`src/rtl/core/sgpd_pkg.sv`:
```
// Shared types, constants and the 3x3 neighborhood classifier for the gap point detector.
package sgpd_pkg;

    localparam int DEF_MAX_WIDTH = 2048;
    localparam int MAX_HEIGHT    = 4096;

    localparam int WIDTH_REG_W  = 12;
    localparam int HEIGHT_REG_W = 13;
    localparam int COLOR_W      = 32;
    localparam int CFG_DATA_W   = 32;
    localparam int CFG_INDEX_W  = 2;
    localparam int ROW_W        = 13;
    localparam int POINT_X_W    = 11;
    localparam int POINT_Y_W    = 12;
    localparam int KIND_W       = 2;
    localparam int WIN_W        = 18;
    localparam int LB_ENTRY_W   = 4;   // {two rows up, one row up}, 2 bits each

    localparam logic [CFG_INDEX_W-1:0] REG_IMAGE_WIDTH  = 2'd0;
    localparam logic [CFG_INDEX_W-1:0] REG_IMAGE_HEIGHT = 2'd1;
    localparam logic [CFG_INDEX_W-1:0] REG_TARGET_COLOR = 2'd2;

    localparam logic [WIDTH_REG_W-1:0]  RST_IMAGE_WIDTH  = 12'd2048;
    localparam logic [HEIGHT_REG_W-1:0] RST_IMAGE_HEIGHT = 13'd4096;
    localparam logic [COLOR_W-1:0]      RST_TARGET_COLOR = 32'd0;

    localparam logic [KIND_W-1:0] KIND_NONE     = 2'd0;
    localparam logic [KIND_W-1:0] KIND_ENDPOINT = 2'd1;
    localparam logic [KIND_W-1:0] KIND_CORNER   = 2'd2;

    // neighbor offsets in raster order, center skipped
    localparam logic signed [1:0] NB_DX [8] = '{-2'sd1, 2'sd0, 2'sd1, -2'sd1,
                                                 2'sd1, -2'sd1, 2'sd0, 2'sd1};
    localparam logic signed [1:0] NB_DY [8] = '{-2'sd1, -2'sd1, -2'sd1, 2'sd0,
                                                 2'sd0, 2'sd1, 2'sd1, 2'sd1};
    localparam logic [3:0] NB_POS [8] = '{4'd0, 4'd1, 4'd2, 4'd3, 4'd5, 4'd6, 4'd7, 4'd8};

    typedef struct packed {
        logic                 live;       // column and row inside the image
        logic [1:0]           cur;        // {in_selection, differs}
        logic                 has_a1;
        logic                 has_a2;
        logic                 col_start;
        logic                 judge;      // window center lies inside the image
        logic                 done;
        logic [POINT_X_W-1:0] px;
        logic [POINT_Y_W-1:0] py;
    } pos_info_t;

    function automatic logic [KIND_W-1:0] classify(input logic [WIN_W-1:0] win);
        logic [7:0]        ink;
        logic [3:0]        n;
        logic              neg_pair;
        logic              all_pos;
        logic signed [3:0] sx;
        logic signed [3:0] sy;
        logic signed [5:0] dot;
        logic [1:0]        b;
        logic [KIND_W-1:0] k;
        k        = KIND_NONE;
        neg_pair = 1'b0;
        all_pos  = 1'b1;
        sx       = '0;
        sy       = '0;
        for (int i = 0; i < 8; i++)
        begin
            b      = win[2*NB_POS[i] +: 2];
            ink[i] = !b[1] || b[0];
        end
        n = 4'($countones(ink));
        for (int i = 0; i < 8; i++)
        begin
            if (ink[i])
            begin
                sx = sx + 4'(NB_DX[i]);
                sy = sy + 4'(NB_DY[i]);
            end
            for (int j = i + 1; j < 8; j++)
            begin
                dot = 6'(NB_DX[i]) * 6'(NB_DX[j]) + 6'(NB_DY[i]) * 6'(NB_DY[j]);
                if (ink[i] && ink[j] && dot < 0)
                    neg_pair = 1'b1;
            end
        end
        for (int i = 0; i < 8; i++)
        begin
            dot = 6'(sx) * 6'(NB_DX[i]) + 6'(sy) * 6'(NB_DY[i]);
            if (ink[i] && dot <= 0)
                all_pos = 1'b0;
        end
        if (win[9:8] == 2'b11)
        begin
            if (n == 4'd1)
                k = KIND_ENDPOINT;
            else if (n == 4'd2 && !neg_pair)
                k = KIND_CORNER;
            else if (n == 4'd3 && !neg_pair)
                k = KIND_ENDPOINT;
            else if (n == 4'd4 && all_pos)
                k = KIND_ENDPOINT;
        end
        return k;
    endfunction

endpackage

```
`src/rtl/core/sgpd_scan.sv`:
```
// Raster position counters and per-item position decode against the clamped frame size.
module sgpd_scan #(
    parameter int MAX_WIDTH = sgpd_pkg::DEF_MAX_WIDTH
) (
    input  logic                                clk,
    input  logic                                rst_n,
    input  logic                                accept,
    input  logic [sgpd_pkg::WIDTH_REG_W-1:0]    image_width,
    input  logic [sgpd_pkg::HEIGHT_REG_W-1:0]   image_height,
    input  logic [sgpd_pkg::COLOR_W-1:0]        target_color,
    input  logic [sgpd_pkg::COLOR_W-1:0]        pixel_value,
    input  logic                                in_selection,
    output sgpd_pkg::pos_info_t                 info,
    output logic [$clog2(MAX_WIDTH)-1:0]        addr
);
    import sgpd_pkg::*;

    localparam int CW = $clog2(MAX_WIDTH + 1);
    localparam int AW = $clog2(MAX_WIDTH);

    logic [CW-1:0]    col_reg, col_next;
    logic [ROW_W-1:0] row_reg, row_next;
    logic [CW-1:0]    eff_w;
    logic [ROW_W-1:0] eff_h;
    logic [31:0]      w32;
    logic [31:0]      h32;
    logic [CW-1:0]    col_m1;
    logic [ROW_W-1:0] row_m1;
    logic             col_in;
    logic             row_in;

    always_comb
    begin
        w32 = 32'(image_width);
        h32 = 32'(image_height);
        if (w32 == 32'd0)
            eff_w = CW'(1);
        else if (w32 > 32'(MAX_WIDTH))
            eff_w = CW'(MAX_WIDTH);
        else
            eff_w = CW'(w32);
        if (h32 == 32'd0)
            eff_h = ROW_W'(1);
        else if (h32 > 32'(MAX_HEIGHT))
            eff_h = ROW_W'(MAX_HEIGHT);
        else
            eff_h = ROW_W'(h32);
    end

    assign col_m1 = col_reg - CW'(1);
    assign row_m1 = row_reg - ROW_W'(1);
    assign col_in = col_reg < eff_w;
    assign row_in = row_reg < eff_h;

    always_comb
    begin
        info.live      = col_in && row_in;
        info.cur       = (col_in && row_in) ?
                         {in_selection, pixel_value != target_color} : 2'b00;
        info.has_a1    = col_in && (row_reg >= ROW_W'(1));
        info.has_a2    = col_in && (row_reg >= ROW_W'(2));
        info.col_start = col_reg == '0;
        info.judge     = (col_reg != '0) && (row_reg != '0) &&
                         (col_m1 < eff_w) && (row_m1 < eff_h);
        info.done      = !col_in && !row_in;
        info.px        = POINT_X_W'(col_m1);
        info.py        = POINT_Y_W'(row_m1);
    end

    assign addr = AW'(col_reg);

    always_comb
    begin
        col_next = col_reg;
        row_next = row_reg;
        if (accept)
        begin
            if (!col_in)
            begin
                col_next = '0;
                row_next = row_in ? row_reg + ROW_W'(1) : '0;
            end
            else
                col_next = col_reg + CW'(1);
        end
    end

    always_ff @(posedge clk or negedge rst_n)
    begin
        if (!rst_n)
        begin
            col_reg <= '0;
            row_reg <= '0;
        end
        else
        begin
            col_reg <= col_next;
            row_reg <= row_next;
        end
    end

endmodule

```
`config.mk`:
```
export PLATFORM = sky130hd
export DESIGN_NAME = sgpd_scan
export DESIGN_NICKNAME = d
export VERILOG_FILES = /design/src/rtl/core/sgpd_pkg.sv /design/src/rtl/core/sgpd_scan.sv
export SDC_FILE = /design/constraint.sdc
export NUM_CORES = 1
export LEC_CHECK = 0
export ABC_AREA = 1
export BUFFER_PORTS_ARGS = -buffer_cell sky130_fd_sc_hd__buf_2
export CORE_ASPECT_RATIO = 0.6
export CORE_MARGIN = 8
export CORE_UTILIZATION = 55
export CTS_CLUSTER_SIZE = 40
export DETAILED_ROUTE_END_ITERATION = 8
export HOLD_SLACK_MARGIN = 0.15
export PLACE_DENSITY = 0.89
export SLEW_MARGIN = 20
export SYNTH_ARGS = -nofsm -noshare
export SYNTH_HDL_FRONTEND = slang
export SYNTH_SLANG_ARGS = --single-unit
```
`constraint.sdc`:
```
create_clock -name clk -period 4.3 [get_ports clk]
set_input_delay 0.43 -clock clk [delete_from_list [all_inputs] [get_ports clk]]
set_output_delay 0.43 -clock clk [all_outputs]
set_load 0.005 [all_outputs]
```
==> flow_metrics.env <==
export IMPL_die_h_um=79.8
export IMPL_yosys_top_cells_count="122 x nand2_1, 62 x nor2_1, 53 x ha_1, 44 x xor2_1, 39 x inv_1"
export IMPL_grt_pass1_vias=3868
export IMPL_vdd_ir_drop_max_v=0.000285
export IMPL_crit_type="flip-flop to output pin"
export IMPL_synth_seq_cells=25
export IMPL_crit_arrival_ps=3280
export IMPL_clk_pin_slew_ps=60
export IMPL_cellLeakagePower_nw=2.37
export IMPL_period_share_pct=86.3
export IMPL_synthFlopType="dfrtp_1"
export IMPL_largest_reg_flops=13
export IMPL_fin_skew_ps=3.20
export IMPL_fin_worst_hold_slack_ps=163
export IMPL_final_net_count=789
export IMPL_tightest_slew_ps=616
export IMPL_start_kind="flip-flop"
export IMPL_cp_max_fo=8
export IMPL_hold_class="primary input to asynchronous set/reset pin"
export IMPL_chipWidth_um=122
export IMPL_clock_path_buffers=2
export IMPL_cp_end_kind="output pin"
export IMPL_cp_required_ps=3870
export IMPL_die_area_um2=9750
export IMPL_hold_viol_final=0
export IMPL_viasPerCell=5.62
export IMPL_seq_area_frac_synth_pct=16.8
export IMPL_layout_setup_ws_ps=591
export IMPL_drive_above_1_share_pct=24.9
export IMPL_wl_per_cell_um=15.7
export IMPL_postSynthAreaPerCell_um2=7.01
export IMPL_reg2reg_from="col_reg[7]"
export IMPL_ant_nets=0
export IMPL_numClockSinks=25
export IMPL_route_detailed_drc=0
export IMPL_place_ws_ps=902
export IMPL_outcome="completed"
export IMPL_slew_headroom_pct=58.9
export IMPL_core_um2=6620
export IMPL_wirelength_um=11500
export IMPL_setup_violations_final=0
export IMPL_yosysWarnings=0
export IMPL_antenna_found_initial=0
export IMPL_synthesis_area_um2=3730
export IMPL_syn_to_final_growth_pct=17.4
export IMPL_fmax_ghz=0.270
export IMPL_synth_largest_area_cell="ha_1"
export IMPL_cts_hold_repair_buffers=0
export IMPL_postSynthCellCount=532
export IMPL_synth_edf_count=0
export IMPL_grt_overflow=0
export IMPL_cts_resized_gates=0
export IMPL_crit_start="row_reg[0]"
export IMPL_crit_chain="inv_2 > ha_1 > nand2_1 > nor2_1 > inv_1 > nor2_1 > inv_1 > o21ai_0 > o21ai_0 > ha_1 > nand3_1 > nand2_1 > nand2_1 > nand4_1 > a21oi_1 > nand3_1 > a21oi_1 > buf_2"
export IMPL_fin_setup_tns_ps=0
export IMPL_ys_async_sr_fraction_pct=100
export IMPL_cap_violations=0
export IMPL_cts_buffers_inserted=3
export IMPL_post_cts_buffers=0
export IMPL_drtPass1Iterations=5
export IMPL_crit_buf_inv=4
export IMPL_cts_root_buf="clkbuf_16"
export IMPL_tritoncts="built"
export IMPL_synth_most_common_cell="nand2_1"
export IMPL_cts_htree_levels=1
export IMPL_n_fill_cell=566
export IMPL_fp_row_count=23
export IMPL_start_util_pct=56.3
export IMPL_synth_fp_nets=678
export IMPL_antenna_cells=0
export IMPL_insertion_delay_ps=260
export IMPL_grt_start_max_net_pins=32
export IMPL_slowest_stage="dfrtp_1"
export IMPL_synth_top_area_share_pct=17.8
export IMPL_place_hpwl_um=9510
export IMPL_fin_crit_ps=3710
export IMPL_dr_first_iter_drc_count=296
export IMPL_ys_top_cells_by_area="ha_1 18%, dfrtp_1 17%, nand2_1 12%"
export IMPL_stdcell_count=729
export IMPL_crit_family="simple AND/OR/NAND/NOR gates"
export IMPL_power_density_nw_per_um2=538
export IMPL_synth_cell_types=40
export IMPL_cpMostUsedCell="nand2_1"
export IMPL_final_max_slew_viol_count=0
export IMPL_io_pin_count=135
export IMPL_grt_pass1_wl_um=18600
export IMPL_seq_area_um2=626
export IMPL_grt_usage_pct=23.0
export IMPL_gp_congestion=0.863
export IMPL_grt_setup_unrepaired="false"
export IMPL_multi_input_area_um2=2730
export IMPL_port_buffers=134
export IMPL_slowest_delay_ps=490
export IMPL_dp_cells=725
export IMPL_vias=4095
## final timing paths
path / to / slack [ps] / cells past startpoint
max: info[24] / 590 / 18
min: col_reg[10] / 160 / 1
max reg2reg: row_reg[6] / 2040 / 8
min reg2reg: row_reg[12] / 590 / 2
max in group asynchronous: row_reg[6] / 3750 / 1
min in group clk: row_reg[12] / 590 / 2
## placed cells by master, fill, tap and decap left out, types with 2 or more instances in the layout
master and n:
xnor2_1 22, o21a_1 2, xor2_1 44, nor2_4 2, nand3_1 32, nor3_2 3, nor4_1 3, clkbuf_16 3
inv_2 3, nand4_1 14, ha_1 53, buf_2 134, or2_2 2, o2111ai_1 3, nor2_2 2, a21oi_1 32
nand2_2 3, nand2_4 3, o21ai_0 6, dfrtp_1 25, nand2_1 122, nand3_2 2, nor3_1 13, nor2_1 62
inv_1 39, o21ai_1 3
## power breakdown
group          internal (mW)  switching (mW)
clock network          0.127          0.0818
registers              0.284           0.119
logic                  0.717            1.03
total                   1.13            1.23
## layer usage
layer | track usage (%) | up-vias | share of wire (%)
li1 | - | 1955 | -
met1 | 29.5 | 1912 | 42
met2 | 39.5 | 204 | 48
met3 | 4.24 | 24 | 8.4
met4 | 4.47 | 0 | 1.4
met5 | 0 | - | 0
## stage by stage
step / util, % / power [mW] / area (µm²)
final: 66.1 / 2.35 / 4380
after global routing: 66.1 / 2.60 / 4380
after CTS: 66.1 / 2.33 / 4380
after detailed placement: 64.9 / 2.11 / 4300
after global placement: 64.9 / 2.03 / 4300
after floorplan: - / 1.54 / 3730
## final cells by class
class                           instances  area share, %
Tap cell                               87           2.49
Timing Repair Buffer                  134           15.3
Sequential cell                        25           14.3
Multi-Input combinational cell        437           62.5
Inverter                               42           3.60
Clock buffer                            4           1.80
## logic make-up after synthesis
group | synth area share, %
simple gates | 31.9
buf+inv | 9.87
xor+xnor | 15.5
compound gates | 8.19
fa+ha+maj | 17.8
flops | 16.8
No activity file was read; power rests on OpenSTA's default activity.
