File: src/rtl/core/sgpd_pkg.sv
// Shared types, constants and the 3x3 neighborhood classifier for the gap point detector.
package sgpd_pkg;

    localparam int DEF_MAX_WIDTH = 2048;
    localparam int MAX_HEIGHT    = 4096;

    localparam int WIDTH_REG_W  = 12;
    localparam int HEIGHT_REG_W = 13;
    localparam int COLOR_W      = 32;
    localparam int CFG_DATA_W   = 32;
    localparam int CFG_INDEX_W  = 2;
    localparam int ROW_W        = 13;
    localparam int POINT_X_W    = 11;
    localparam int POINT_Y_W    = 12;
    localparam int KIND_W       = 2;
    localparam int WIN_W        = 18;
    localparam int LB_ENTRY_W   = 4;   // {two rows up, one row up}, 2 bits each

    localparam logic [CFG_INDEX_W-1:0] REG_IMAGE_WIDTH  = 2'd0;
    localparam logic [CFG_INDEX_W-1:0] REG_IMAGE_HEIGHT = 2'd1;
    localparam logic [CFG_INDEX_W-1:0] REG_TARGET_COLOR = 2'd2;

    localparam logic [WIDTH_REG_W-1:0]  RST_IMAGE_WIDTH  = 12'd2048;
    localparam logic [HEIGHT_REG_W-1:0] RST_IMAGE_HEIGHT = 13'd4096;
    localparam logic [COLOR_W-1:0]      RST_TARGET_COLOR = 32'd0;

    localparam logic [KIND_W-1:0] KIND_NONE     = 2'd0;
    localparam logic [KIND_W-1:0] KIND_ENDPOINT = 2'd1;
    localparam logic [KIND_W-1:0] KIND_CORNER   = 2'd2;

    // neighbor offsets in raster order, center skipped
    localparam logic signed [1:0] NB_DX [8] = '{-2'sd1, 2'sd0, 2'sd1, -2'sd1,
                                                 2'sd1, -2'sd1, 2'sd0, 2'sd1};
    localparam logic signed [1:0] NB_DY [8] = '{-2'sd1, -2'sd1, -2'sd1, 2'sd0,
                                                 2'sd0, 2'sd1, 2'sd1, 2'sd1};
    localparam logic [3:0] NB_POS [8] = '{4'd0, 4'd1, 4'd2, 4'd3, 4'd5, 4'd6, 4'd7, 4'd8};

    typedef struct packed {
        logic                 live;       // column and row inside the image
        logic [1:0]           cur;        // {in_selection, differs}
        logic                 has_a1;
        logic                 has_a2;
        logic                 col_start;
        logic                 judge;      // window center lies inside the image
        logic                 done;
        logic [POINT_X_W-1:0] px;
        logic [POINT_Y_W-1:0] py;
    } pos_info_t;

    function automatic logic [KIND_W-1:0] classify(input logic [WIN_W-1:0] win);
        logic [7:0]        ink;
        logic [3:0]        n;
        logic              neg_pair;
        logic              all_pos;
        logic signed [3:0] sx;
        logic signed [3:0] sy;
        logic signed [5:0] dot;
        logic [1:0]        b;
        logic [KIND_W-1:0] k;
        k        = KIND_NONE;
        neg_pair = 1'b0;
        all_pos  = 1'b1;
        sx       = '0;
        sy       = '0;
        for (int i = 0; i < 8; i++)
        begin
            b      = win[2*NB_POS[i] +: 2];
            ink[i] = !b[1] || b[0];
        end
        n = 4'($countones(ink));
        for (int i = 0; i < 8; i++)
        begin
            if (ink[i])
            begin
                sx = sx + 4'(NB_DX[i]);
                sy = sy + 4'(NB_DY[i]);
            end
            for (int j = i + 1; j < 8; j++)
            begin
                dot = 6'(NB_DX[i]) * 6'(NB_DX[j]) + 6'(NB_DY[i]) * 6'(NB_DY[j]);
                if (ink[i] && ink[j] && dot < 0)
                    neg_pair = 1'b1;
            end
        end
        for (int i = 0; i < 8; i++)
        begin
            dot = 6'(sx) * 6'(NB_DX[i]) + 6'(sy) * 6'(NB_DY[i]);
            if (ink[i] && dot <= 0)
                all_pos = 1'b0;
        end
        if (win[9:8] == 2'b11)
        begin
            if (n == 4'd1)
                k = KIND_ENDPOINT;
            else if (n == 4'd2 && !neg_pair)
                k = KIND_CORNER;
            else if (n == 4'd3 && !neg_pair)
                k = KIND_ENDPOINT;
            else if (n == 4'd4 && all_pos)
                k = KIND_ENDPOINT;
        end
        return k;
    endfunction

endpackage

File: src/rtl/core/sgpd_classify.sv
// Read-data stage: window shift, line buffer write-back, classification and output register.
module sgpd_classify #(
    parameter int MAX_WIDTH = sgpd_pkg::DEF_MAX_WIDTH
) (
    input  logic                                clk,
    input  logic                                rst_n,
    input  logic                                accept,
    output logic                                in_ready,
    input  sgpd_pkg::pos_info_t                 info,
    input  logic [$clog2(MAX_WIDTH)-1:0]        addr,
    input  logic [sgpd_pkg::LB_ENTRY_W-1:0]     rd_data,
    output logic                                wr_en,
    output logic [$clog2(MAX_WIDTH)-1:0]        wr_addr,
    output logic [sgpd_pkg::LB_ENTRY_W-1:0]     wr_data,
    output logic                                out_valid,
    input  logic                                out_ready,
    output logic [sgpd_pkg::KIND_W-1:0]         out_kind,
    output logic [sgpd_pkg::POINT_X_W-1:0]      out_x,
    output logic [sgpd_pkg::POINT_Y_W-1:0]      out_y,
    output logic                                out_last
);
    import sgpd_pkg::*;

    localparam int AW = $clog2(MAX_WIDTH);

    logic                  s1_valid_reg, s1_valid_next;
    pos_info_t             s1_info_reg;
    logic [AW-1:0]         s1_addr_reg;
    logic [WIN_W-1:0]      win_reg, win_next;
    logic                  out_valid_reg, out_valid_next;
    logic [KIND_W-1:0]     out_kind_reg, out_kind_next;
    logic [POINT_X_W-1:0]  out_x_reg;
    logic [POINT_Y_W-1:0]  out_y_reg;
    logic                  out_last_reg;
    logic                  advance;
    logic [1:0]            a1;
    logic [1:0]            a2;
    logic [1:0]            newest;
    logic [WIN_W-1:0]      base;

    assign advance  = s1_valid_reg && (!out_valid_reg || out_ready);
    assign in_ready = !s1_valid_reg || advance;

    assign a1 = s1_info_reg.has_a1 ? rd_data[1:0] : 2'b00;
    assign a2 = s1_info_reg.has_a2 ? rd_data[3:2] : 2'b00;

    // each row slides one column left, the newest bit pair enters on the right
    always_comb
    begin
        base = s1_info_reg.col_start ? '0 : win_reg;
        for (int i = 0; i < 3; i++)
        begin
            newest = (i == 0) ? a2 : ((i == 1) ? a1 : s1_info_reg.cur);
            win_next[6*i +: 2]     = base[6*i + 2 +: 2];
            win_next[6*i + 2 +: 2] = base[6*i + 4 +: 2];
            win_next[6*i + 4 +: 2] = newest;
        end
        out_kind_next = s1_info_reg.judge ? classify(win_next) : KIND_NONE;
    end

    // consecutive in-image items never share a column, so no read/write overlap
    assign wr_en   = advance && s1_info_reg.live;
    assign wr_addr = s1_addr_reg;
    assign wr_data = {rd_data[1:0], s1_info_reg.cur};

    always_comb
    begin
        s1_valid_next = s1_valid_reg;
        if (accept)
            s1_valid_next = 1'b1;
        else if (advance)
            s1_valid_next = 1'b0;
        out_valid_next = out_valid_reg;
        if (advance)
            out_valid_next = 1'b1;
        else if (out_ready)
            out_valid_next = 1'b0;
    end

    always_ff @(posedge clk or negedge rst_n)
    begin
        if (!rst_n)
        begin
            s1_valid_reg  <= 1'b0;
            out_valid_reg <= 1'b0;
            win_reg       <= '0;
        end
        else
        begin
            s1_valid_reg  <= s1_valid_next;
            out_valid_reg <= out_valid_next;
            if (advance)
                win_reg <= win_next;
        end
    end

    always_ff @(posedge clk)
    begin
        if (accept)
        begin
            s1_info_reg <= info;
            s1_addr_reg <= addr;
        end
        if (advance)
        begin
            out_kind_reg <= out_kind_next;
            out_x_reg    <= (out_kind_next != KIND_NONE) ? s1_info_reg.px : '0;
            out_y_reg    <= (out_kind_next != KIND_NONE) ? s1_info_reg.py : '0;
            out_last_reg <= s1_info_reg.done;
        end
    end

    assign out_valid = out_valid_reg;
    assign out_kind  = out_kind_reg;
    assign out_x     = out_x_reg;
    assign out_y     = out_y_reg;
    assign out_last  = out_last_reg;

endmodule

File: config.mk
export PLATFORM = sky130hd
export DESIGN_NAME = sgpd_classify
export DESIGN_NICKNAME = d
export VERILOG_FILES = /design/src/rtl/core/sgpd_pkg.sv /design/src/rtl/core/sgpd_classify.sv
export SDC_FILE = /design/constraint.sdc
export NUM_CORES = 1
export LEC_CHECK = 0
export BUFFER_PORTS_ARGS = -buffer_cell sky130_fd_sc_hd__buf_4
export CORE_MARGIN = 2
export CORE_UTILIZATION = 51
export CTS_CLUSTER_SIZE = 16
export DETAILED_ROUTE_END_ITERATION = 10
export PLACE_DENSITY = 0.77
export SETUP_SLACK_MARGIN = 0.3
export SLEW_MARGIN = 5
export SYNTH_ARGS = -nofsm -noshare
export SYNTH_HDL_FRONTEND = slang
export SYNTH_SLANG_ARGS = --single-unit
export TNS_END_PERCENT = 1
File: constraint.sdc
create_clock -name clk -period 6.24 [get_ports clk]
set_clock_uncertainty 0.1 [all_clocks]
set_input_delay 0.624 -clock clk [delete_from_list [all_inputs] [get_ports clk]]
set_output_delay 0.624 -clock clk [all_outputs]
set_load 0.005 [all_outputs]
==> flow_metrics.py <==
metrics = {
    "status": {
        "outcome": "completed",
    },
    "logic_synthesis": {
        "syn_area_per_cell_um2": 10.8,
        "synth_top_family_by_area": "simple AND/OR/NAND/NOR gates",
        "synth_cell_types": 76,
        "synth_xor_area_frac": 0.0405,
        "muxShareOfSynthArea": 0.0197,
        "synth_common_cells": "edfxtp_1 (68), nand2_1 (59), ha_1 (32)",
        "synth_most_common_cell": "edfxtp_1",
        "synthesis.area_mm2": 0.00528,
        "synth_edf_count": 68,
        "ys_ff_latch": 82,
        "ys.flop_type": "edfxtp_1",
        "synth_area_leaders": "edfxtp_1 (39%), ha_1 (7.6%), dfrtp_1 (6.6%)",
        "async_flop_share": 0.171,
        "synth_compound_area_frac": 0.138,
        "syn_inst": 490,
        "ys_warn_count": 0,
        "yosysTopAreaCell": "edfxtp_1",
        "synthAdderAreaFrac": 0.110,
        "synth_nets": 581,
        "synth_top_area_frac": 0.387,
        "seq_area_frac_synth": 0.453,
        "yosys.area_share.simple": 0.183,
    },
    "placement": {
        "io_buffers": 93,
        "gp_congestion": 0.931,
        "dp_hpwl_mm": 8.53,
        "dp.cells": 709,
    },
    "job": {
        "max_cap_viol_count": 0,
    },
    "sta": {
        "post-route-period-util": 0.902,
        "period_minus_slack_ns": 5.63,
        "slew_viol_final": 0,
        "max_freq_mhz": 178,
        "slew_headroom": 0.340,
        "rsz0062_at_grt": "false",
        "setup_tns_ns": 0,
        "setup_viol": 0,
        "worst_pin_slew_ns": 0.990,
        "finalHoldViolCount": 0,
    },
    "routing": {
        "ant_nets": 0,
        "routed_wl_mm": 11.4,
        "wire_per_inst_um": 15.6,
        "wl_met1_mm": 4.84,
        "wl_met2_mm": 5.62,
        "routed.top_layer": "met4",
        "via_count": 3955,
        "route.detailed.drc": 0,
        "drt-initial-drc-count": 168,
        "dr.pass1.iters": 5,
        "viasPerCell": 5.41,
        "met3_length_um": 846,
    },
    "global_routing": {
        "grt_pass1_wl_mm": 19.0,
        "overflow": 0,
        "grt_util_all_layers": 0.215,
        "antenna_found_initial": 0,
        "grt_pass1_vias": 4077,
        "grt_max_degree": 44,
    },
    "setup_path": {
        "end_kind": "flop",
        "crit_required_ns": 6.24,
        "cp_slowest_cell": "fa_1",
        "worstSetupPathType": "reg2reg",
        "start_kind": "flop",
        "crit_top_cell": "inv_1",
        "cp_max_fo": 7,
        "max_stage_delay_ns": 0.43,
        "cp.arrival_ns": 5.63,
    },
    "layout": {
        "finalNetCount": 681,
        "antenna_cells": 0,
        "largest_register_ffs": 29,
        "area.growth.synth_to_final_pct": 23.4,
        "final_core_util": 0.639,
        "stdcell_count": 731,
        "drive_gt1_frac": 0.318,
        "nFillCells": 791,
    },
    "power_and_ir_drop": {
        "p_leak_nw": 2.66,
        "seq_power_share": 0.236,
        "powerDensity_mw_per_mm2": 432,
        "ir_worst_vdd_mv": 0.265,
        "power_frac_comb": 0.619,
        "p_switching_mw": 1.15,
        "clkPwrFrac": 0.145,
        "swShare": 0.407,
        "p_int_mw": 1.67,
    },
    "die": {
        "fp.coreArea_mm2": 0.0102,
        "initial_core_util": 0.518,
        "rows": 37,
        "die_area_mm2": 0.0112,
        "io_pins": 94,
        "die_w_um": 106,
        "die_h_um": 106,
    },
    "cts": {
        "clk_pin_slew_ns": 0.07,
        "clk_latency_ns": 0.34,
        "cts-buffers-inserted": 9,
        "clk_path_buf_depth": 2,
        "clockRootBuffer": "clkbuf_8",
        "cts_sinks": 82,
        "htree_levels": 3,
        "cts_tree": "yes",
    },
    "worst_hold_path": {
        "min_path_type": "in2async",
    },
}
power groups by stage:
stage	sequential (mW)	combinational [mW]	clock, mW
final	0.664	1.74	0.407
after global routing	0.669	1.94	0.435
after CTS	0.664	1.58	0.415
after detailed placement	0.675	1.57	0
after global placement	0.674	1.51	0
after floorplan	0.672	1.21	0
kinds of logic after synthesis:
| family | Yosys count |
|---|---|
| and+or+nand+nor | 176 |
| DFF | 82 |
| muxes | 10 |
| buffers and inverters | 59 |
| xor gates and xnor gates | 22 |
| adders and majority gates | 41 |
| AOI/OAI and AO/OA | 100 |
metrics by stage:
step | hold WS (ns) | area (um2) | power [mW] | setup WS, ns
2_1_floorplan | 0.228 | 5280 | 1.88 | 0.427
3_3_place_gp | 0.301 | 6120 | 2.18 | 0.446
3_5_place_dp | 0.328 | 6120 | 2.24 | 0.309
4_1_cts | 0.00801 | 6330 | 2.66 | 0.419
5_1_grt | 0.0105 | 6510 | 3.04 | 0.280
6_report | 0.0154 | 6510 | 2.81 | 0.610
worst max-delay path, delay by kind of cell, from the launching register on:
kind                     cells  cell delay [ns]
AO/OA/AOI/OAI                4             0.59
adder cells (fa/ha/maj)      5             1.47
buffers and inverters        7             0.85
flip-flops                   1             0.37
AND/OR/NAND/NOR             11             1.98
path summary, 6_finish.rpt:
check | startpoint | end | slack, ns | cells past startpoint
max in group asynchronous | rst_n | win_reg[17] | 5.86 | 1
min | rst_n | out_valid | 0.02 | 1
min reg2reg | s1_info_reg[23] | out_last | 0.35 | 0
max | win_reg[2] | out_y[6] | 0.61 | 27
max reg2reg | win_reg[2] | out_y[6] | 0.61 | 27
min in group clk | s1_info_reg[23] | out_last | 0.35 | 0
cell type report:
cell class / instances / area [um2] / area share
sequential: 82 / 2390 / 0.367
inverter: 34 / 140 / 0.0215
multi-input combinational: 349 / 2670 / 0.410
tap: 136 / 170 / 0.0261
clock buffer: 13 / 149 / 0.0229
timing repair buffer: 114 / 923 / 0.142
clock inverter: 3 / 63.8 / 0.00980
cells in the final DEF (no fill, tap or decap), types with 4 or more instances in the layout:
master	synthesis	final
a211oi_1	9	8
a21o_1	7	7
a21oi_1	15	13
and3_1	4	4
buf_4	6	108
clkbuf_8	0	10
dfrtp_1	14	14
edfxtp_1	68	68
fa_1	9	9
ha_1	32	30
inv_1	30	30
mux2i_1	7	7
nand2_1	59	58
nand2b_1	18	18
nand3_1	8	8
nand3b_1	4	4
nor2_1	16	15
nor2_2	20	21
nor2b_1	10	9
nor3_1	4	4
o211ai_1	5	5
o21a_1	4	4
o21ai_0	28	27
o22ai_1	4	4
or2_2	5	5
xnor2_1	13	12
xor2_1	7	6
what timing repair did:
item | CTS | global route
hold buffers | 0 | 0
resized for setup | 1 | 20
pin swaps | 0 | 4
buffers inserted | 0 | 3
cloned | 0 | 3
setup endpoints to repair | 4 | 24
layer usage:
layer / GRT usage / vias up
met5: 0 / -
met4: 0.0611 / 0
li1: - / 1941
met2: 0.361 / 127
met1: 0.273 / 1877
met3: 0.0581 / 10
Power figures use the tool's default switching activity.
